**config.mk**
```make
export PLATFORM = sky130hd
export DESIGN_NAME = wbe_fifo
export DESIGN_NICKNAME = d
export VERILOG_FILES = /design/src/sv/wbe_pkg.sv /design/src/sv/wbe_fifo.sv
export SDC_FILE = /design/constraint.sdc
export NUM_CORES = 1
export LEC_CHECK = 0
export BUFFER_PORTS_ARGS = -buffer_cell sky130_fd_sc_hd__buf_4
export CAP_MARGIN = 15
export CORE_MARGIN = 5
export CORE_UTILIZATION = 57
export DETAILED_ROUTE_END_ITERATION = 6
export PLACE_DENSITY = 0.91
export SLEW_MARGIN = 30
export SYNTH_ARGS = -nofsm -noshare
export SYNTH_HDL_FRONTEND = slang
export SYNTH_SLANG_ARGS = --single-unit
export TNS_END_PERCENT = 1
```
**constraint.sdc**
```tcl
create_clock -name clk -period 2.3 [get_ports clk]
set_input_delay 0.23 -clock clk [delete_from_list [all_inputs] [get_ports clk]]
set_output_delay 0.23 -clock clk [all_outputs]
set_load 0.02 [all_outputs]
```
**src/sv/wbe_pkg.sv**
```systemverilog
`timescale 1ns / 1ps
// Shared types, widths and codes of the windowed binary entropy estimator.
// Used by every module of the block; depends on nothing.
package wbe_pkg;

  localparam int unsigned FRAC_BITS   = 16;
  localparam int unsigned MAX_WINDOW  = 65536;
  localparam int unsigned MANT_FRAC   = 30;
  localparam int unsigned QUEUE_DEPTH = 4;

  localparam int unsigned WIN_W   = 17;
  localparam int unsigned TOT_W   = 27;
  localparam int unsigned IDX_W   = 26;
  localparam int unsigned ENT_W   = 17;
  localparam int unsigned VAR_W   = 15;
  localparam int unsigned SUM_W   = 42;
  localparam int unsigned SQ_W    = 58;
  localparam int unsigned EXP_W   = 5;
  localparam int unsigned LOG_W   = EXP_W + FRAC_BITS;
  localparam int unsigned MANT_W  = 32;
  localparam int unsigned WIDE_W  = 84;
  localparam int unsigned MB_W    = 42;
  localparam int unsigned DVS_W   = 52;
  localparam int unsigned CFG_IDX_W = 1;
  localparam int unsigned CFG_DATA_W = 27;

  localparam logic [CFG_IDX_W-1:0] CFG_WINDOW_BITS = 1'd0;
  localparam logic [CFG_IDX_W-1:0] CFG_TOTAL_BITS  = 1'd1;

  localparam logic KIND_ESTIMATE = 1'b0;
  localparam logic KIND_SUMMARY  = 1'b1;

  localparam logic [WIN_W-1:0] WIN_RESET = WIN_W'(65536);
  localparam logic [TOT_W-1:0] TOT_RESET = TOT_W'(65536);
  localparam logic [ENT_W-1:0] ENT_MAX   = ENT_W'(1 << FRAC_BITS);

  // One unit of work handed from the front end to the back end.
  typedef struct packed {
    logic             est;    // a window closed: compute its entropy
    logic             summ;   // emit the summary afterwards
    logic [WIN_W-1:0] ones;
    logic [WIN_W-1:0] nbits;
  } wbe_job_t;

  typedef struct packed {
    logic             kind;
    logic [IDX_W-1:0] idx;
    logic [ENT_W-1:0] entropy;
    logic [ENT_W-1:0] mean;
    logic [VAR_W-1:0] variance;
    logic             last;
  } wbe_result_t;

  typedef enum logic [3:0] {
    S_IDLE, S_LOG_INIT, S_LOG_STEP, S_MUL_INIT, S_MUL_STEP, S_DIV_INIT,
    S_DIV_STEP, S_ACC, S_EST_WAIT, S_SUM, S_SUM_LOAD, S_SUM_WAIT
  } wbe_state_t;

  typedef enum logic [3:0] {
    PH_LW, PH_LK, PH_LWK, PH_MA, PH_MB1, PH_MB2, PH_DH, PH_DMEAN,
    PH_MLHS, PH_MRHS, PH_MNN, PH_DVAR
  } wbe_phase_t;

endpackage

```
**src/sv/wbe_fifo.sv**
```systemverilog
`timescale 1ns / 1ps
// Short job queue between the front end and the back end.
// Depends on wbe_pkg.
module wbe_fifo import wbe_pkg::*; #(
  parameter int unsigned DEPTH = QUEUE_DEPTH
) (
  input  logic     clk,
  input  logic     rst,
  input  logic     push,
  input  wbe_job_t wr_job,
  input  logic     pop,
  output wbe_job_t head,
  output logic     full,
  output logic     empty
);

  localparam int unsigned PTR_W = (DEPTH > 1) ? $clog2(DEPTH) : 1;
  localparam int unsigned CNT_W = $clog2(DEPTH + 1);

  wbe_job_t         mem [DEPTH];
  logic [PTR_W-1:0] wr_ptr;
  logic [PTR_W-1:0] rd_ptr;
  logic [CNT_W-1:0] count;
  logic             do_push;
  logic             do_pop;

  assign full    = count == CNT_W'(DEPTH);
  assign empty   = count == '0;
  assign head    = mem[rd_ptr];
  assign do_push = push && !full;
  assign do_pop  = pop && !empty;

  always_ff @(posedge clk) begin
    if (do_push) begin
      mem[wr_ptr] <= wr_job;
    end
  end

  always_ff @(posedge clk) begin
    if (rst) begin
      wr_ptr <= '0;
      rd_ptr <= '0;
      count  <= '0;
    end else begin
      if (do_push) begin
        wr_ptr <= (wr_ptr == PTR_W'(DEPTH - 1)) ? '0 : wr_ptr + PTR_W'(1);
      end
      if (do_pop) begin
        rd_ptr <= (rd_ptr == PTR_W'(DEPTH - 1)) ? '0 : rd_ptr + PTR_W'(1);
      end
      if (do_push && !do_pop) begin
        count <= count + CNT_W'(1);
      end else if (do_pop && !do_push) begin
        count <= count - CNT_W'(1);
      end
    end
  end

endmodule

```
==> results_dict.tcl <==
set metrics [dict create \
    layout_commonest_cell "edfxtp_1" \
    worst-path-max-fanout 36 \
    root_buffer "clkbuf_8" \
    finalHoldViolCount 0 \
    cts_inserted_buffers 17 \
    antenna_cells 0 \
    synth-async-reset-ratio_pct 0 \
    die_area_um2 12100 \
    worstMarginPinSlew_ns 0.943 \
    dieWidth_um 110 \
    nets 414 \
    fin_setup_tns_ns 0 \
    critPathTopFamily "multiplexers" \
    die_h_um 110 \
    insertion_delay_ns 0.52 \
    ys.flop_type "edfxtp_1" \
    cts_buffer_depth 2 \
    peakVddDrop_v 0.000571 \
    grt_max_degree 37 \
    drive_gt1_share_pct 43.2 \
    antenna_found_initial 0 \
    ff2ff_setup_slack_ns 0.14 \
    dp_hpwl_mm 6.19 \
    overflow 0 \
    htree_levels 4 \
    final.min_clock_period_ns 2.17 \
    cts_tree "built" \
    critPathKind "reg -> out" \
    totalPowerFinal_w 0.00797 \
    synthCells 238 \
    initial_core_util_pct 58.3 \
    first_iter_violations 198 \
    fin_util_pct 75.7 \
    rows 36 \
    cap_viol_max_count 0 \
    grt_usage_pct 18.9 \
    crit_chain "buf_12 -> mux4_2 -> buf_4" \
    setup_viol 0 \
    finClkSkew_ns 0.00792 \
    fin_crit_sh_pct 94.3 \
    worstHoldStart "pop" \
    power-per-cell-area_nw_per_um2 1080 \
    synth_fp_nets 285 \
    area_growth_pct 29.8 \
    relSlewSlack_pct 37.2 \
    cts_num_sinks 153 \
    vias 2809 \
    fmaxAchievable_mhz 461 \
    netlist_area_um2 5700 \
    start_kind "flip-flop" \
    slowest_delay_ns 0.59 \
    core_um2 9770 \
    drc 0 \
    clkTransAtPathRegs_ns 0.07 \
    yosysWarnings 0 \
    ys_types 27 \
    crit_arrival_ns 1.94 \
    cp.required_ns 2.07 \
    endpoint_kind "output port" \
    post-place-ws_ns 0.0200 \
    critPathSlowestCell "mux4_2" \
    wire_per_inst_um 20.3 \
    r2r_start "count[2]" \
    status "finished, final reports clean" \
    wl_mm 10.4 \
    ys_seq_area_share_pct 79.0 \
    finalMaxSlewViolations 0 \
    p_leak_nw 2.57 \
    grt_pass1_wl_mm 16.1 \
    detail_route.vias_per_cell 5.48 \
    portBuffers 77 \
    synth_edf_count 144 \
    grt_pass1_vias 3004 \
    pin_count 78 \
    hold_path.class "in -> reg" \
    rsz0062_at_grt "false" \
    setup_slack_ns 0.131 \
    layout_common_cells "edfxtp_1, buf_4, dlygate4sd3_1" \
    avgSynthCellArea_um2 23.9 \
    ant_nets 0 \
    ys_ff_latch 153 \
    critPathBufInv 2 \
    globalplace.congestion 0.786 \
    drt_first_pass_iters 5 \
]
-- sequential cells by signal, summed over array words and instances, names as in the netlist, named ones only --
name / cells
mem: 144
count: 3
rd_ptr: 2
wr_ptr: 2
-- worst reg2reg max path: stages, from the launching register on --
cell      delay, ns
dfxtp_1        0.36
or3b_4         0.28
clkinv_4       0.07
nor2_4         0.12
ha_2           0.21
inv_1          0.05
fa_1           0.37
xor2_1         0.18
or3_1          0.30
a21oi_1        0.16
-- cells in the mapped netlist (2+ instances only) --
cell type  instances  share of area [%]
dfxtp_1            9                3.2
and3_1             4               0.44
mux4_2            36                 14
mux2i_1            2               0.35
buf_2              3               0.26
nand3_1            2               0.18
inv_1              3               0.20
or3_1              2               0.22
a21oi_1            3               0.26
nor3_1             2               0.18
o31ai_2            2               0.44
ha_1               6                1.3
buf_6              4               0.79
nor2_1             3               0.20
edfxtp_1         144                 76
xor2_1             2               0.31
-- path summary, 6_finish.rpt --
| path | to | depth (start not counted) |
|---|---|---|
| worst min register to register | flip-flop | 2 |
| worst max register to register | count[2] | 9 |
| worst min-delay path | flip-flop | 4 |
| worst max-delay path | head[30] | 3 |
-- layer usage --
| layer | track usage, % | up-vias | routed length, um |
|---|---|---|---|
| met2 | 31.7 | 105 | 5470 |
| li1 | - | 1257 | - |
| met3 | 5.36 | 11 | 675 |
| met4 | 7.48 | 0 | 106 |
| met1 | 23.6 | 1436 | 4140 |
| met5 | 0 | - | 0 |
-- timing repair --
action / in CTS / in global routing
buffers inserted: 0 / 0
resized for setup: 0 / 6
hold endpoints to repair: 153 / 0
hold buffers: 38 / 0
setup endpoints to repair: 0 / 1
-- metrics by stage --
stage,cells,hold WS [ns],cell area (um^2)
global placement,443,0.429,6460
floorplan,238,0.329,5700
global route,513,0.0636,7400
CTS,513,0.0609,7370
finish,513,0.0706,7400
detailed placement,443,0.434,6460
-- report_power, final --
| part | switching [W] | internal [W] | total (W) | leakage [nW] |
|---|---|---|---|---|
| Clock | 0.00110 | 0.00134 | 0.00245 | 0.255 |
| Combinational | 0.00103 | 0.000991 | 0.00202 | 0.919 |
| Sequential | 0.000129 | 0.00338 | 0.00351 | 1.40 |
| Total | 0.00226 | 0.00571 | 0.00797 | 2.57 |
-- final cells by class --
class	instances	area, um^2
clock buffers	17	414
clock inverters	15	118
fillers	520	2380
inverters	5	37.5
multi-input cells	70	1100
flip-flops and latches	153	4510
well taps	133	166
repair buffers	120	1050
-- cell families (layout without fill, tap and decap cells) --
kind of cell    after synthesis  after routing  synth area share (%)
compound gates                7              7                 0.878
simple gates                 16             16                  1.54
fa+ha+maj                     7              7                  1.67
buf+inv                      15            157                  2.00
flops                       153            153                  79.0
mux                          38             38                  14.6
xor+xnor                      2              2                 0.307
(Power assumes the default switching activity.)
