## config.mk

```make
export PLATFORM = sky130hd
export DESIGN_NAME = wbe_front
export DESIGN_NICKNAME = d
export VERILOG_FILES = /design/src/sv/wbe_pkg.sv /design/src/sv/wbe_front.sv
export SDC_FILE = /design/constraint.sdc
export NUM_CORES = 1
export LEC_CHECK = 0
export ABC_CLOCK_PERIOD_IN_PS = 12600
export BUFFER_PORTS_ARGS = -buffer_cell sky130_fd_sc_hd__buf_2
export CAP_MARGIN = 20
export CORE_UTILIZATION = 25
export CTS_CLUSTER_SIZE = 14
export DETAILED_ROUTE_END_ITERATION = 12
export PLACE_DENSITY = 0.39
export SLEW_MARGIN = 25
export SYNTH_ARGS = -nofsm -noshare
export SYNTH_HDL_FRONTEND = slang
export SYNTH_SLANG_ARGS = --single-unit
```

## constraint.sdc

```tcl
create_clock -name clk -period 12.6 [get_ports clk]
set_input_delay 1.89 -clock clk [delete_from_list [all_inputs] [get_ports clk]]
set_output_delay 1.89 -clock clk [all_outputs]
set_load 0.02 [all_outputs]
```

## src/sv/wbe_pkg.sv

```systemverilog
`timescale 1ns / 1ps
// Shared types, widths and codes of the windowed binary entropy estimator.
// Used by every module of the block; depends on nothing.
package wbe_pkg;

  localparam int unsigned FRAC_BITS   = 16;
  localparam int unsigned MAX_WINDOW  = 65536;
  localparam int unsigned MANT_FRAC   = 30;
  localparam int unsigned QUEUE_DEPTH = 4;

  localparam int unsigned WIN_W   = 17;
  localparam int unsigned TOT_W   = 27;
  localparam int unsigned IDX_W   = 26;
  localparam int unsigned ENT_W   = 17;
  localparam int unsigned VAR_W   = 15;
  localparam int unsigned SUM_W   = 42;
  localparam int unsigned SQ_W    = 58;
  localparam int unsigned EXP_W   = 5;
  localparam int unsigned LOG_W   = EXP_W + FRAC_BITS;
  localparam int unsigned MANT_W  = 32;
  localparam int unsigned WIDE_W  = 84;
  localparam int unsigned MB_W    = 42;
  localparam int unsigned DVS_W   = 52;
  localparam int unsigned CFG_IDX_W = 1;
  localparam int unsigned CFG_DATA_W = 27;

  localparam logic [CFG_IDX_W-1:0] CFG_WINDOW_BITS = 1'd0;
  localparam logic [CFG_IDX_W-1:0] CFG_TOTAL_BITS  = 1'd1;

  localparam logic KIND_ESTIMATE = 1'b0;
  localparam logic KIND_SUMMARY  = 1'b1;

  localparam logic [WIN_W-1:0] WIN_RESET = WIN_W'(65536);
  localparam logic [TOT_W-1:0] TOT_RESET = TOT_W'(65536);
  localparam logic [ENT_W-1:0] ENT_MAX   = ENT_W'(1 << FRAC_BITS);

  // One unit of work handed from the front end to the back end.
  typedef struct packed {
    logic             est;    // a window closed: compute its entropy
    logic             summ;   // emit the summary afterwards
    logic [WIN_W-1:0] ones;
    logic [WIN_W-1:0] nbits;
  } wbe_job_t;

  typedef struct packed {
    logic             kind;
    logic [IDX_W-1:0] idx;
    logic [ENT_W-1:0] entropy;
    logic [ENT_W-1:0] mean;
    logic [VAR_W-1:0] variance;
    logic             last;
  } wbe_result_t;

  typedef enum logic [3:0] {
    S_IDLE, S_LOG_INIT, S_LOG_STEP, S_MUL_INIT, S_MUL_STEP, S_DIV_INIT,
    S_DIV_STEP, S_ACC, S_EST_WAIT, S_SUM, S_SUM_LOAD, S_SUM_WAIT
  } wbe_state_t;

  typedef enum logic [3:0] {
    PH_LW, PH_LK, PH_LWK, PH_MA, PH_MB1, PH_MB2, PH_DH, PH_DMEAN,
    PH_MLHS, PH_MRHS, PH_MNN, PH_DVAR
  } wbe_phase_t;

endpackage

```

## src/sv/wbe_front.sv

```systemverilog
`timescale 1ns / 1ps
// Front end: takes one bit per transfer, counts windows and queues jobs.
// Depends on wbe_pkg.
module wbe_front import wbe_pkg::*; (
  input  logic             clk,
  input  logic             rst,
  input  logic             in_valid,
  output logic             in_ready,
  input  logic             bit_req,
  input  logic [WIN_W-1:0] window_bits,
  input  logic [TOT_W-1:0] total_bits,
  input  logic             q_full,
  output logic             push,
  output wbe_job_t         job
);

  logic [WIN_W-1:0] ones;
  logic [WIN_W-1:0] nbits;
  logic [IDX_W-1:0] est_count;
  logic             finished;

  logic [WIN_W-1:0]       w_eff;
  logic [IDX_W:0]         cnt1;
  logic [IDX_W+WIN_W:0]   p1;
  logic [IDX_W+WIN_W+1:0] p2;
  logic                   target_met;
  logic                   last_close;
  logic [WIN_W-1:0]       nb1;
  logic [WIN_W-1:0]       k1;
  logic                   close;
  logic                   take;

  always_comb begin
    if (window_bits < WIN_W'(2)) begin
      w_eff = WIN_W'(2);
    end else if (window_bits > WIN_W'(MAX_WINDOW)) begin
      w_eff = WIN_W'(MAX_WINDOW);
    end else begin
      w_eff = window_bits;
    end
  end

  // Target reached when (done+1)*w exceeds the total; no divide needed.
  assign cnt1       = (IDX_W+1)'(est_count) + (IDX_W+1)'(1);
  assign p1         = (IDX_W+WIN_W+1)'(cnt1) * (IDX_W+WIN_W+1)'(w_eff);
  assign p2         = (IDX_W+WIN_W+2)'(p1) + (IDX_W+WIN_W+2)'(w_eff);
  assign target_met = p1 > (IDX_W+WIN_W+1)'(total_bits);
  assign last_close = p2 > (IDX_W+WIN_W+2)'(total_bits);

  assign nb1   = nbits + WIN_W'(1);
  assign k1    = ones + WIN_W'(bit_req);
  assign close = nb1 >= w_eff;

  assign in_ready = finished || !q_full;
  assign take     = in_valid && in_ready && !finished;

  always_comb begin
    push      = 1'b0;
    job.est   = 1'b0;
    job.summ  = 1'b0;
    job.ones  = k1;
    job.nbits = nb1;
    if (take) begin
      if (target_met) begin
        push     = 1'b1;
        job.summ = 1'b1;
      end else if (close) begin
        push     = 1'b1;
        job.est  = 1'b1;
        job.summ = last_close;
      end
    end
  end

  always_ff @(posedge clk) begin
    if (rst) begin
      ones      <= '0;
      nbits     <= '0;
      est_count <= '0;
      finished  <= 1'b0;
    end else if (take) begin
      if (target_met) begin
        finished <= 1'b1;
      end else if (close) begin
        ones      <= '0;
        nbits     <= '0;
        est_count <= est_count + IDX_W'(1);
        finished  <= last_close;
      end else begin
        ones  <= k1;
        nbits <= nb1;
      end
    end
  end

endmodule

```

==> impl_metrics.json <==
{
  "synth_area_um2": 21710,
  "cts_tree": "done",
  "tightest_slew_ns": 1.049,
  "post-route-util_pct": 32.81,
  "ir_worst_vdd_mv": 0.05518,
  "hold_buffers": 0,
  "htreeDepth": 3,
  "r2r_end": "est_count[3]",
  "maxSlewHeadroom_pct": 29.56,
  "criticalPathCategory": "input pin to output port",
  "track_usage_pct": 17.86,
  "synth_seq_cells": 61,
  "cpPeakStageDelay_ns": 0.58,
  "hold_class": "flop to flop",
  "die_y_um": 296.7,
  "max_cap_violations": 0,
  "grt_max_degree": 66,
  "clk_path_buf_depth": 2,
  "drc": 0,
  "status": "complete, but fails checks",
  "ios": 87,
  "hpwl_um": 65000,
  "reg2reg_depth": 39,
  "report.final.setup_viol": 1,
  "violations": "negative setup slack",
  "drt_first_pass_iters": 5,
  "yosys.cell_types.count": 82,
  "hold_start": "nbits[16]",
  "die_x_um": 296.7,
  "cp-start-kind": "input pin",
  "hold_path_end": "nbits[16]",
  "wl_met2_um": 40340,
  "grt_pass1_wl_um": 123100,
  "cp.required_ns": 10.71,
  "syn_to_final_growth_pct": 29.26,
  "p_leak_uw": 0.01395,
  "ys_seq_area_share_pct": 5.624,
  "m1WireLength_um": 34410,
  "power_density_nw_per_um2": 25.53,
  "multi_input_area_um2": 19100,
  "rrSetupSlack_ns": 1.80,
  "diodes": 0,
  "synth-edff-count": 0,
  "fill_cells": 9117,
  "row_count": 107,
  "syn_area_per_cell_um2": 7.939,
  "wl_per_cell_um": 18.35,
  "final_area_um2": 28060,
  "yosysTopAreaCellShare_pct": 34.58,
  "async_reset_ff_share_pct": 0,
  "slowest_stage": "fa_1",
  "finalNonFillerCells": 4278,
  "initialDrtViolationCount": 985,
  "crit_path_max_fanout": 7,
  "clkTransAtPathRegs_ns": 0.06,
  "hold_path_depth": 2,
  "skew_ns": 0.02432,
  "final.min_clock_period_ns": 12.64,
  "route.top_layer_used": "met4",
  "regArea_um2": 1221,
  "grt-ovfl-total": 0,
  "syn_inst": 2735,
  "io_buffers": 86,
  "wl_um": 78520,
  "dpl.cell_count": 4210,
  "hold_viol_final": 0,
  "fin_ws_ns": -0.04109,
  "synth_largest_area_cell": "fa_1",
  "critPathCaptureType": "output port",
  "antenna_left": 0,
  "routabilityCongestion": 0.9002,
  "grt_pass1_vias": 21097,
  "min_period_over_period_pct": 100.3,
  "r2r_start": "est_count[0]",
  "root_buffer": "clkbuf_16",
  "rsz0062_at_grt": "true",
  "antenna_found_initial": 3,
  "synth_fp_nets": 3368,
  "die_area_um2": 88030,
  "vias": 20037,
  "drv_slew": 0,
  "clock_latency_ns": 0.36,
  "start_util_pct": 25.38,
  "wl_met3_um": 2389,
  "pre_cts_slack_ns": -0.8971,
  "synthFlopType": "dfxtp_1",
  "cts_buffers": 9,
  "placed_cell_area_um2": 26160,
  "fmax_mhz": 79.11,
  "nets": 3763,
  "crit_path_frequent_cell": "fa_1",
  "cts.sinks": 61,
  "synth.area.top_cells": "fa_1 (35%), ha_1 (12%), inv_1 (9.2%), nand2_1 (6.9%), dfxtp_1 (5.6%)",
  "ys.warnings.count": 0,
  "fin_hold_ws_ns": 0.4648,
  "drive_above_1_share_pct": 23.45,
  "arrival_ns": 10.75,
  "via_per_inst": 4.684,
  "fp.coreArea_um2": 85550
}
what timing repair did:
action,CTS,global route
pin swaps,99,106
setup buffers,40,18
setup endpoints to repair,3,3
cloned,1,0
resized for setup,174,105
per-stage QoR:
step / total power (µW) / TNS, ns
after floorplan: 315.9 / 0
after global placement: 434.4 / -2.405
after detailed placement: 436.0 / -2.485
after CTS: 721.4 / -0.2034
after global routing: 756.4 / -1.051
final: 716.5 / -0.04109
final cells by class:
type	count	share of cell area, %
multi-input cells	2020	68.05
repair buffers	504	14.28
inverters	534	7.196
well taps	1144	5.100
flip-flops and latches	61	4.351
clock buffers	12	0.9496
clock inverters	3	0.07133
report_power, final:
| group | switching, µW | internal [µW] | leakage (µW) |
|---|---|---|---|
| Clock | 108 | 148 | 0.000137 |
| Sequential | 0.660 | 193 | 0.000491 |
| Combinational | 151 | 115 | 0.0133 |
sequential cells by signal, indices dropped and copies added, names as in the netlist:
name	flops
est_count	26
ones	17
nbits	17
finished	1
cell usage in the layout (no fill, tap or decap), types with 7 or more instances in the layout:
cell type	netlist	final
fa_2	0	7
fa_1	375	368
inv_2	2	22
or4_1	16	12
buf_12	0	23
o211ai_1	15	15
a21o_1	39	39
clkbuf_16	0	9
nand2b_1	16	15
and3_1	31	30
a21oi_1	158	132
inv_1	531	509
buf_2	14	78
dfxtp_1	61	61
buf_4	2	372
and4_1	11	10
buf_6	0	25
nand4b_1	23	23
nand3_1	61	56
nor2_1	188	161
ha_4	0	21
o21ai_0	72	61
and2_1	59	50
o31ai_1	8	8
nor2_2	0	21
a21oi_2	0	22
nor2b_1	16	13
nand2_2	0	15
nand4_1	29	29
xnor2_1	57	51
a211oi_1	19	13
nand2_1	398	380
nor3_1	32	29
xor2_1	58	54
ha_1	209	186
and2_4	0	11
logic make-up (layout without fill, tap and decap cells):
group | Yosys count | after routing | synth area share, %
DFF | 61 | 61 | 5.624
AOI/OAI and AO/OA | 397 | 397 | 11.40
xor gates and xnor gates | 115 | 115 | 4.639
and+or+nand+nor | 916 | 916 | 19.88
adders and majority gates | 584 | 584 | 46.62
buffers and inverters | 654 | 1053 | 11.42
muxes | 8 | 8 | 0.4149
worst max-delay path, delay by kind of cell:
| kind | cells | cell delay [ns] |
|---|---|---|
| AND/OR/NAND/NOR | 16 | 3.48 |
| AO/OA/AOI/OAI | 5 | 0.68 |
| buffers and inverters | 8 | 0.90 |
| adder cells (fa/ha/maj) | 8 | 3.46 |
| XOR/XNOR | 2 | 0.31 |
metal layers:
| metal | vias up | GRT usage, % |
|---|---|---|
| li1 | 9472 | - |
| met1 | 10188 | 23.64 |
| met2 | 322 | 32.19 |
| met3 | 55 | 0.8851 |
| met4 | 0 | 3.195 |
| met5 | - | 0 |
synthesized netlist by cell type, drive strengths merged, types with 57 or more instances:
cell    count
inv       533
nand2     398
fa        375
ha        209
nor2      188
a21oi     158
clkbuf     99
o21ai      75
and2       63
dfxtp      61
nand3      61
xor2       58
xnor2      57
worst max-delay path by stage:
stage,start,end,cells after the start
2_1_floorplan,window_bits[6],job[34],40
3_3_place_gp,window_bits[15],job[35],39
3_5_place_dp,window_bits[15],job[35],39
4_1_cts,window_bits[9],job[34],44
5_1_grt,window_bits[2],job[34],40
6_report,window_bits[2],job[34],39
No activity file was read; power rests on OpenSTA's default activity.
