### config.mk
export PLATFORM = sky130hd
export DESIGN_NAME = wbe_back
export DESIGN_NICKNAME = d
export VERILOG_FILES = /design/src/sv/wbe_pkg.sv /design/src/sv/wbe_back.sv
export SDC_FILE = /design/constraint.sdc
export NUM_CORES = 2
export LEC_CHECK = 0
export BUFFER_PORTS_ARGS = -buffer_cell sky130_fd_sc_hd__buf_2
export CAP_MARGIN = 20
export CORE_MARGIN = 8
export CORE_UTILIZATION = 50
export DETAILED_ROUTE_END_ITERATION = 6
export HOLD_SLACK_MARGIN = 0.06
export MAX_ROUTING_LAYER = met4
export PLACE_DENSITY_LB_ADDON = 0.25
export SLEW_MARGIN = 20
export SYNTH_ARGS = -nofsm -noshare
export SYNTH_HDL_FRONTEND = slang
export SYNTH_SLANG_ARGS = --single-unit
export TNS_END_PERCENT = 10
### constraint.sdc
create_clock -name clk -period 14.09 [get_ports clk]
set_input_delay 0.7045 -clock clk [delete_from_list [all_inputs] [get_ports clk]]
set_output_delay 0.7045 -clock clk [all_outputs]
set_load 0.02 [all_outputs]
### src/sv/wbe_pkg.sv
`timescale 1ns / 1ps
// Shared types, widths and codes of the windowed binary entropy estimator.
// Used by every module of the block; depends on nothing.
package wbe_pkg;

  localparam int unsigned FRAC_BITS   = 16;
  localparam int unsigned MAX_WINDOW  = 65536;
  localparam int unsigned MANT_FRAC   = 30;
  localparam int unsigned QUEUE_DEPTH = 4;

  localparam int unsigned WIN_W   = 17;
  localparam int unsigned TOT_W   = 27;
  localparam int unsigned IDX_W   = 26;
  localparam int unsigned ENT_W   = 17;
  localparam int unsigned VAR_W   = 15;
  localparam int unsigned SUM_W   = 42;
  localparam int unsigned SQ_W    = 58;
  localparam int unsigned EXP_W   = 5;
  localparam int unsigned LOG_W   = EXP_W + FRAC_BITS;
  localparam int unsigned MANT_W  = 32;
  localparam int unsigned WIDE_W  = 84;
  localparam int unsigned MB_W    = 42;
  localparam int unsigned DVS_W   = 52;
  localparam int unsigned CFG_IDX_W = 1;
  localparam int unsigned CFG_DATA_W = 27;

  localparam logic [CFG_IDX_W-1:0] CFG_WINDOW_BITS = 1'd0;
  localparam logic [CFG_IDX_W-1:0] CFG_TOTAL_BITS  = 1'd1;

  localparam logic KIND_ESTIMATE = 1'b0;
  localparam logic KIND_SUMMARY  = 1'b1;

  localparam logic [WIN_W-1:0] WIN_RESET = WIN_W'(65536);
  localparam logic [TOT_W-1:0] TOT_RESET = TOT_W'(65536);
  localparam logic [ENT_W-1:0] ENT_MAX   = ENT_W'(1 << FRAC_BITS);

  // One unit of work handed from the front end to the back end.
  typedef struct packed {
    logic             est;    // a window closed: compute its entropy
    logic             summ;   // emit the summary afterwards
    logic [WIN_W-1:0] ones;
    logic [WIN_W-1:0] nbits;
  } wbe_job_t;

  typedef struct packed {
    logic             kind;
    logic [IDX_W-1:0] idx;
    logic [ENT_W-1:0] entropy;
    logic [ENT_W-1:0] mean;
    logic [VAR_W-1:0] variance;
    logic             last;
  } wbe_result_t;

  typedef enum logic [3:0] {
    S_IDLE, S_LOG_INIT, S_LOG_STEP, S_MUL_INIT, S_MUL_STEP, S_DIV_INIT,
    S_DIV_STEP, S_ACC, S_EST_WAIT, S_SUM, S_SUM_LOAD, S_SUM_WAIT
  } wbe_state_t;

  typedef enum logic [3:0] {
    PH_LW, PH_LK, PH_LWK, PH_MA, PH_MB1, PH_MB2, PH_DH, PH_DMEAN,
    PH_MLHS, PH_MRHS, PH_MNN, PH_DVAR
  } wbe_phase_t;

endpackage

### src/sv/wbe_back.sv
`timescale 1ns / 1ps
// Back end: entropy of each window, running sums and the final summary,
// built on an iterative log2, a serial multiplier and a restoring divider.
// Depends on wbe_pkg.
module wbe_back import wbe_pkg::*; (
  input  logic        clk,
  input  logic        rst,
  input  logic        q_empty,
  input  wbe_job_t    q_head,
  output logic        q_pop,
  output logic        out_valid,
  input  logic        out_ready,
  output wbe_result_t out_res
);

  localparam int unsigned LCNT_W = $clog2(FRAC_BITS);
  localparam int unsigned DCNT_W = $clog2(WIDE_W + 1);

  wbe_state_t state, state_next;
  wbe_phase_t phase, phase_next;

  logic             j_summ;
  logic [WIN_W-1:0] j_k;
  logic [WIN_W-1:0] j_w;
  logic [LOG_W-1:0] l_w;
  logic [LOG_W-1:0] l_k;
  logic [LOG_W-1:0] l_wk;

  logic [MANT_W-1:0]    lg_m;
  logic [FRAC_BITS-1:0] lg_frac;
  logic [EXP_W-1:0]     lg_exp;
  logic [LCNT_W-1:0]    lg_cnt;

  logic [WIDE_W-1:0] mu_a;
  logic [MB_W-1:0]   mu_b;
  logic [WIDE_W-1:0] mu_acc;

  logic [WIDE_W-1:0] dv_num;
  logic [DVS_W-1:0]  dv_rem;
  logic [DVS_W-1:0]  dv_d;
  logic [DCNT_W-1:0] dv_cnt;

  logic [SUM_W-1:0]  ent_sum;
  logic [SQ_W-1:0]   sq_sum;
  logic [IDX_W-1:0]  n_est;
  logic [WIDE_W-1:0] acc_a;
  logic [WIDE_W-1:0] acc_b;
  logic [DVS_W-1:0]  nn_r;
  logic [ENT_W-1:0]  h_r;
  logic [ENT_W-1:0]  mean_r;
  logic [VAR_W-1:0]  var_r;

  // Log2 datapath.
  logic [WIN_W-1:0]        lg_x;
  logic [EXP_W-1:0]        x_exp;
  logic [MANT_W-1:0]       m_init;
  logic [2*MANT_W-3:0]     sq_full;
  logic [MANT_W-1:0]       sq;
  logic                    lg_bit;
  logic [MANT_W-1:0]       m_next;
  logic [FRAC_BITS-1:0]    frac_next;
  logic                    lg_last;

  // Multiplier and divider operands and steps.
  logic [WIDE_W-1:0] op_a;
  logic [MB_W-1:0]   op_b;
  logic [WIDE_W-1:0] dv_n0;
  logic [DVS_W-1:0]  dv_d0;
  logic [DVS_W:0]    rem_sh;
  logic              dv_ge;
  logic [DVS_W:0]    rem_n;
  logic              mu_done;
  logic              dv_done;

  logic             trivial;
  logic [WIDE_W-1:0] b_total;
  logic             b_ge_a;
  logic             lhs_lt;
  logic [ENT_W-1:0] h_sat;
  logic [2*ENT_W-1:0] h_sq;

  always_comb begin
    unique case (phase)
      PH_LW:   lg_x = j_w;
      PH_LK:   lg_x = j_k;
      default: lg_x = j_w - j_k;
    endcase
    x_exp = '0;
    for (int i = 0; i < WIN_W; i++) begin
      if (lg_x[i]) begin
        x_exp = EXP_W'(i);
      end
    end
    m_init    = MANT_W'(lg_x) << (EXP_W'(MANT_FRAC) - x_exp);
    sq_full   = lg_m[MANT_W-2:0] * lg_m[MANT_W-2:0];
    sq        = sq_full[2*MANT_W-3:MANT_FRAC];
    lg_bit    = sq[MANT_W-1];
    m_next    = lg_bit ? {1'b0, sq[MANT_W-1:1]} : sq;
    frac_next = {lg_frac[FRAC_BITS-2:0], lg_bit};
    lg_last   = lg_cnt == LCNT_W'(FRAC_BITS - 1);
  end

  always_comb begin
    unique case (phase)
      PH_MA: begin
        op_a = WIDE_W'(l_w);
        op_b = MB_W'(j_w);
      end
      PH_MB1: begin
        op_a = WIDE_W'(l_k);
        op_b = MB_W'(j_k);
      end
      PH_MB2: begin
        op_a = WIDE_W'(l_wk);
        op_b = MB_W'(j_w - j_k);
      end
      PH_MLHS: begin
        op_a = WIDE_W'(sq_sum);
        op_b = MB_W'(n_est);
      end
      PH_MRHS: begin
        op_a = WIDE_W'(ent_sum);
        op_b = ent_sum;
      end
      default: begin
        op_a = WIDE_W'(n_est);
        op_b = MB_W'(n_est);
      end
    endcase
    unique case (phase)
      PH_DH: begin
        dv_n0 = acc_a - acc_b;
        dv_d0 = DVS_W'(j_w);
      end
      PH_DMEAN: begin
        dv_n0 = WIDE_W'(ent_sum);
        dv_d0 = DVS_W'(n_est);
      end
      default: begin
        dv_n0 = acc_a - acc_b;
        dv_d0 = nn_r;
      end
    endcase
    rem_sh  = {dv_rem, dv_num[WIDE_W-1]};
    dv_ge   = rem_sh >= {1'b0, dv_d};
    rem_n   = dv_ge ? rem_sh - {1'b0, dv_d} : rem_sh;
    mu_done = mu_b == '0;
    dv_done = dv_cnt == DCNT_W'(WIDE_W);

    trivial = (q_head.ones == '0) || (q_head.ones >= q_head.nbits);
    b_total = acc_b + mu_acc;
    b_ge_a  = b_total >= acc_a;
    lhs_lt  = acc_a < acc_b;
    h_sat   = (dv_num > WIDE_W'(ENT_MAX)) ? ENT_MAX : dv_num[ENT_W-1:0];
    h_sq    = h_r * h_r;
  end

  // Next state.
  always_comb begin
    state_next = state;
    phase_next = phase;
    unique case (state)
      S_IDLE: begin
        if (!q_empty) begin
          if (!q_head.est) begin
            state_next = S_SUM;
          end else if (trivial) begin
            state_next = S_ACC;
          end else begin
            state_next = S_LOG_INIT;
            phase_next = PH_LW;
          end
        end
      end
      S_LOG_INIT: state_next = S_LOG_STEP;
      S_LOG_STEP: begin
        if (lg_last) begin
          state_next = S_LOG_INIT;
          priority case (phase)
            PH_LW: phase_next = PH_LK;
            PH_LK: phase_next = PH_LWK;
            default: begin
              phase_next = PH_MA;
              state_next = S_MUL_INIT;
            end
          endcase
        end
      end
      S_MUL_INIT: state_next = S_MUL_STEP;
      S_MUL_STEP: begin
        if (mu_done) begin
          state_next = S_MUL_INIT;
          priority case (phase)
            PH_MA:   phase_next = PH_MB1;
            PH_MB1:  phase_next = PH_MB2;
            PH_MB2: begin
              if (b_ge_a) begin
                state_next = S_ACC;
              end else begin
                state_next = S_DIV_INIT;
                phase_next = PH_DH;
              end
            end
            PH_MLHS: phase_next = PH_MRHS;
            PH_MRHS: phase_next = PH_MNN;
            default: begin
              if (lhs_lt) begin
                state_next = S_SUM_LOAD;
              end else begin
                state_next = S_DIV_INIT;
                phase_next = PH_DVAR;
              end
            end
          endcase
        end
      end
      S_DIV_INIT: state_next = S_DIV_STEP;
      S_DIV_STEP: begin
        if (dv_done) begin
          priority case (phase)
            PH_DH: state_next = S_ACC;
            PH_DMEAN: begin
              state_next = S_MUL_INIT;
              phase_next = PH_MLHS;
            end
            default: state_next = S_SUM_LOAD;
          endcase
        end
      end
      S_ACC: state_next = S_EST_WAIT;
      S_EST_WAIT: begin
        if (out_ready) begin
          state_next = j_summ ? S_SUM : S_IDLE;
        end
      end
      S_SUM: begin
        if (n_est == '0) begin
          state_next = S_SUM_LOAD;
        end else begin
          state_next = S_DIV_INIT;
          phase_next = PH_DMEAN;
        end
      end
      S_SUM_LOAD: state_next = S_SUM_WAIT;
      S_SUM_WAIT: begin
        if (out_ready) begin
          state_next = S_IDLE;
        end
      end
      default: state_next = S_IDLE;
    endcase
  end

  // Outputs of the sequencer.
  always_comb begin
    q_pop = (state == S_IDLE) && !q_empty;
  end

  always_ff @(posedge clk) begin
    if (rst) begin
      state     <= S_IDLE;
      phase     <= PH_LW;
      out_valid <= 1'b0;
      ent_sum   <= '0;
      sq_sum    <= '0;
      n_est     <= '0;
    end else begin
      state <= state_next;
      phase <= phase_next;
      unique case (state)
        S_IDLE: begin
          if (!q_empty) begin
            j_summ <= q_head.summ;
            j_k    <= q_head.ones;
            j_w    <= q_head.nbits;
            h_r    <= '0;
          end
        end
        S_LOG_INIT: begin
          lg_m    <= m_init;
          lg_exp  <= x_exp;
          lg_frac <= '0;
          lg_cnt  <= '0;
        end
        S_LOG_STEP: begin
          lg_m    <= m_next;
          lg_frac <= frac_next;
          lg_cnt  <= lg_cnt + LCNT_W'(1);
          if (lg_last) begin
            priority case (phase)
              PH_LW:   l_w  <= {lg_exp, frac_next};
              PH_LK:   l_k  <= {lg_exp, frac_next};
              default: l_wk <= {lg_exp, frac_next};
            endcase
          end
        end
        S_MUL_INIT: begin
          mu_a   <= op_a;
          mu_b   <= op_b;
          mu_acc <= '0;
        end
        S_MUL_STEP: begin
          if (!mu_done) begin
            if (mu_b[0]) begin
              mu_acc <= mu_acc + mu_a;
            end
            mu_a <= {mu_a[WIDE_W-2:0], 1'b0};
            mu_b <= {1'b0, mu_b[MB_W-1:1]};
          end else begin
            priority case (phase)
              PH_MA:   acc_a <= mu_acc;
              PH_MB1:  acc_b <= mu_acc;
              PH_MB2:  acc_b <= b_total;
              PH_MLHS: acc_a <= mu_acc;
              PH_MRHS: acc_b <= mu_acc;
              default: nn_r  <= mu_acc[DVS_W-1:0];
            endcase
          end
        end
        S_DIV_INIT: begin
          dv_num <= dv_n0;
          dv_d   <= dv_d0;
          dv_rem <= '0;
          dv_cnt <= '0;
        end
        S_DIV_STEP: begin
          if (!dv_done) begin
            dv_num <= {dv_num[WIDE_W-2:0], dv_ge};
            dv_rem <= rem_n[DVS_W-1:0];
            dv_cnt <= dv_cnt + DCNT_W'(1);
          end else begin
            priority case (phase)
              PH_DH:    h_r    <= h_sat;
              PH_DMEAN: mean_r <= dv_num[ENT_W-1:0];
              default:  var_r  <= dv_num[FRAC_BITS+VAR_W-1:FRAC_BITS];
            endcase
          end
        end
        S_ACC: begin
          ent_sum          <= ent_sum + SUM_W'(h_r);
          sq_sum           <= sq_sum + SQ_W'(h_sq);
          n_est            <= n_est + IDX_W'(1);
          out_res.kind     <= KIND_ESTIMATE;
          out_res.idx      <= n_est;
          out_res.entropy  <= h_r;
          out_res.mean     <= '0;
          out_res.variance <= '0;
          out_res.last     <= 1'b0;
          out_valid        <= 1'b1;
        end
        S_EST_WAIT: begin
          if (out_ready) begin
            out_valid <= 1'b0;
          end
        end
        S_SUM: begin
          mean_r <= '0;
          var_r  <= '0;
        end
        S_SUM_LOAD: begin
          out_res.kind     <= KIND_SUMMARY;
          out_res.idx      <= n_est;
          out_res.entropy  <= '0;
          out_res.mean     <= mean_r;
          out_res.variance <= var_r;
          out_res.last     <= 1'b1;
          out_valid        <= 1'b1;
        end
        S_SUM_WAIT: begin
          if (out_ready) begin
            out_valid <= 1'b0;
          end
        end
        default: begin
        end
      endcase
    end
  end

endmodule
==> impl_metrics.json <==
{
  "run_status": "complete, but fails checks",
  "failed_checks": "DRC",
  "layout_common_cells": "sky130_fd_sc_hd__inv_1, sky130_fd_sc_hd__nand2_1, sky130_fd_sc_hd__fa_1",
  "htree_num_levels": 3,
  "via_count_of_the_first_global_routing_pass": 80200,
  "post-place-ws_ns": 3.43,
  "core.rowCount": 165,
  "cts_made_buffers": 115,
  "route.detailed.wl_per_inst_um": 23.7,
  "timing.rr.start": "lg_m[10]",
  "crit_path_top_delay_cell": "sky130_fd_sc_hd__edfxtp_1",
  "yosys_warnings": 0,
  "clk-insertion-delay-late_ns": 0.79,
  "post_cts.repair.setup_buffers": 0,
  "min_from": "q_head[34]",
  "ios": 119,
  "grtUsageTotal_pct": 29.4,
  "biggest_cell_delay_along_the_critical_path_ns": 0.95,
  "globalplace.congestion": 1.05,
  "clk_pin_slew_worst_paths_ns": 0.07,
  "synth_seq_area_share_pct": 29.4,
  "synth-async-reset-ratio_pct": 0,
  "antenna_violating_nets_left": 0,
  "worst_hold_path.num_cells": 1,
  "worstSetupEndpointType": "flip-flop",
  "grt_overflow_total": 0,
  "cts_hold_repair.buffers": 0,
  "antenna_found_initial": 29,
  "dp.cells": 13100,
  "worst-setup-path-type": "flip-flop to flip-flop",
  "drt_pass1_iterations": 7,
  "avgSynthCellArea_um2": 9.50,
  "first_pass_grt_wire_length_um": 482000,
  "finalNetCount": 12400,
  "synth_edf_count": 903,
  "routed-via-count": 79500,
  "hpwlAfterDp_um": 245000,
  "cp_max_fo": 31,
  "final_hold_viol_count": 0,
  "initial_core_util_pct": 50.2,
  "setup-violations-final": 0,
  "drc": 9,
  "final_layout_size_suffix_gt1_share_pct": 5.33,
  "layout_commonest_cell": "sky130_fd_sc_hd__inv_1",
  "clkSinkCount": 1038,
  "grt_setup_unrepaired": "no",
  "buffer_ports.inserted": 118,
  "max_clock_freq_ghz": 0.0920,
  "timing.reg2reg.worst_path_depth": 32,
  "postSynthRegisterBits": 1038,
  "startpoint_type": "flip-flop",
  "cts_resized": 0,
  "fp.dieH_um": 466,
  "required_time_of_the_critical_path_ns": 14.55,
  "worstMarginPinSlew_ns": 1.16,
  "finalClockSkew_ns": 0.0581,
  "cpMostUsedCell": "sky130_fd_sc_hd__fa_1",
  "die_ar_um2": 217000,
  "timing.max_slew.rel_slack_pct": 22.0,
  "fill_cells": 18000,
  "synthesis.area_um2": 101000,
  "drtIter0Drc": 8425,
  "clock_tree_from_tritoncts": "yes",
  "core_um2": 202000,
  "avgViaCountPerCell": 5.96,
  "detail_route.wirelength_um": 317000,
  "die_w_um": 466,
  "setup_slack_ns": 3.22,
  "setup_total_negative_slack_ns": 0,
  "yosys_most_used_dff": "sky130_fd_sc_hd__edfxtp_1",
  "syn-instance-count": 10700,
  "maximum_number_of_pins_on_one_net_before_global_route_repair": 128,
  "timing.final.crit_share_pct": 77.1,
  "critical_path_arrival_ns": 11.32,
  "clock_path_buffers": 3,
  "worstHoldPathType": "primary input to flip-flop",
  "layout_min_cycle_time_ns": 10.87,
  "syn_to_final_growth_pct": 7.26,
  "synth.lib_cells_used.distinct": 103,
  "cts_root_buffer": "sky130_fd_sc_hd__clkbuf_16",
  "timing.critical_path.from": "lg_m[10]",
  "postSynthNetCount": 12500,
  "final-max-slew-violation-count": 0,
  "max_cap_viol_count": 0,
  "stdcell_count": 13300
}
==> cells in the mapped netlist (all sizes together) (68+ instances only) <==
master,n,area [um2]
a21o,318,2390
a21oi,621,3140
a31oi,106,669
and2,398,2490
and3,111,694
clkbuf,405,1520
dfxtp,135,2700
edfxtp,903,27100
fa,993,19900
ha,817,10200
inv,1678,6300
mux2i,78,781
nand2,1081,4060
nand2b,68,425
nand3,157,786
nand4,132,826
nor2,669,2530
nor2b,108,676
nor3,99,500
o21ai,365,1850
o21bai,84,631
xnor2,269,2360
xor2,175,1530
==> flip-flops by register name, indices dropped and copies added (netlist names), 52 cells and up <==
register / count
acc_b: 84
dv_rem: 52
nn_r: 52
out_res: 76
mu_acc: 84
dv_d: 52
dv_num: 84
acc_a: 84
sq_sum: 58
mu_a: 84
==> metrics by stage <==
step	cell area (um2)	util, %	hold WS (ns)
2_1_floorplan	101000	-	0.406
3_3_place_gp	105000	51.8	0.451
3_5_place_dp	105000	51.9	0.467
4_1_cts	109000	53.8	0.0909
5_1_grt	109000	53.8	0.0995
6_report	109000	53.9	0.136
==> cell type report <==
type / instances / area (um2) / share of cell area (%)
multi-input combinational: 7481 / 63600 / 58.6
timing repair buffer: 236 / 1520 / 1.40
sequential: 1038 / 29800 / 27.5
tap: 2672 / 3340 / 3.08
clock buffer: 137 / 3030 / 2.79
antenna: 24 / 60.1 / 0.0553
clock inverter: 80 / 931 / 0.857
inverter: 1681 / 6310 / 5.81
==> final timing paths <==
kind                              endpoint  slack, ns
worst max-delay path              lg_m[20]       3.22
worst min-delay path                j_summ       0.14
worst max register to register    lg_m[20]       3.22
worst min register to register  sq_sum[34]       0.48
==> cells by family after synthesis <==
logic type / synth area share [%]
AOI/OAI and AO/OA: 13.4
muxes: 1.30
xor gates and xnor gates: 3.84
buffers and inverters: 8.02
adders and majority gates: 29.7
DFF: 29.4
and+or+nand+nor: 14.2
==> metal layers <==
layer  wire length [um]  GRT usage [%]  share of wire (%)  vias up
met5                  0              -                  0        -
met4              16100           12.3                5.1        0
met3              27300           5.10                8.6      776
met2             143000           45.5                 45     3688
met1             130000           38.4                 41    39200
li1                   -              -                  -    35800
==> critical path, delay by kind of cell, from the launching register on <==
| kind | cells | cell delay [ns] |
|---|---|---|
| flops | 1 | 0.95 |
| fa+ha+maj | 9 | 4.36 |
| xor+xnor | 1 | 0.17 |
| compound gates | 8 | 2.43 |
| simple gates | 4 | 1.16 |
| buf+inv | 10 | 1.45 |
Power is left out: the tool's default activity adds up to more than one toggle a clock period on the data nets, which glitch-free logic cannot reach.
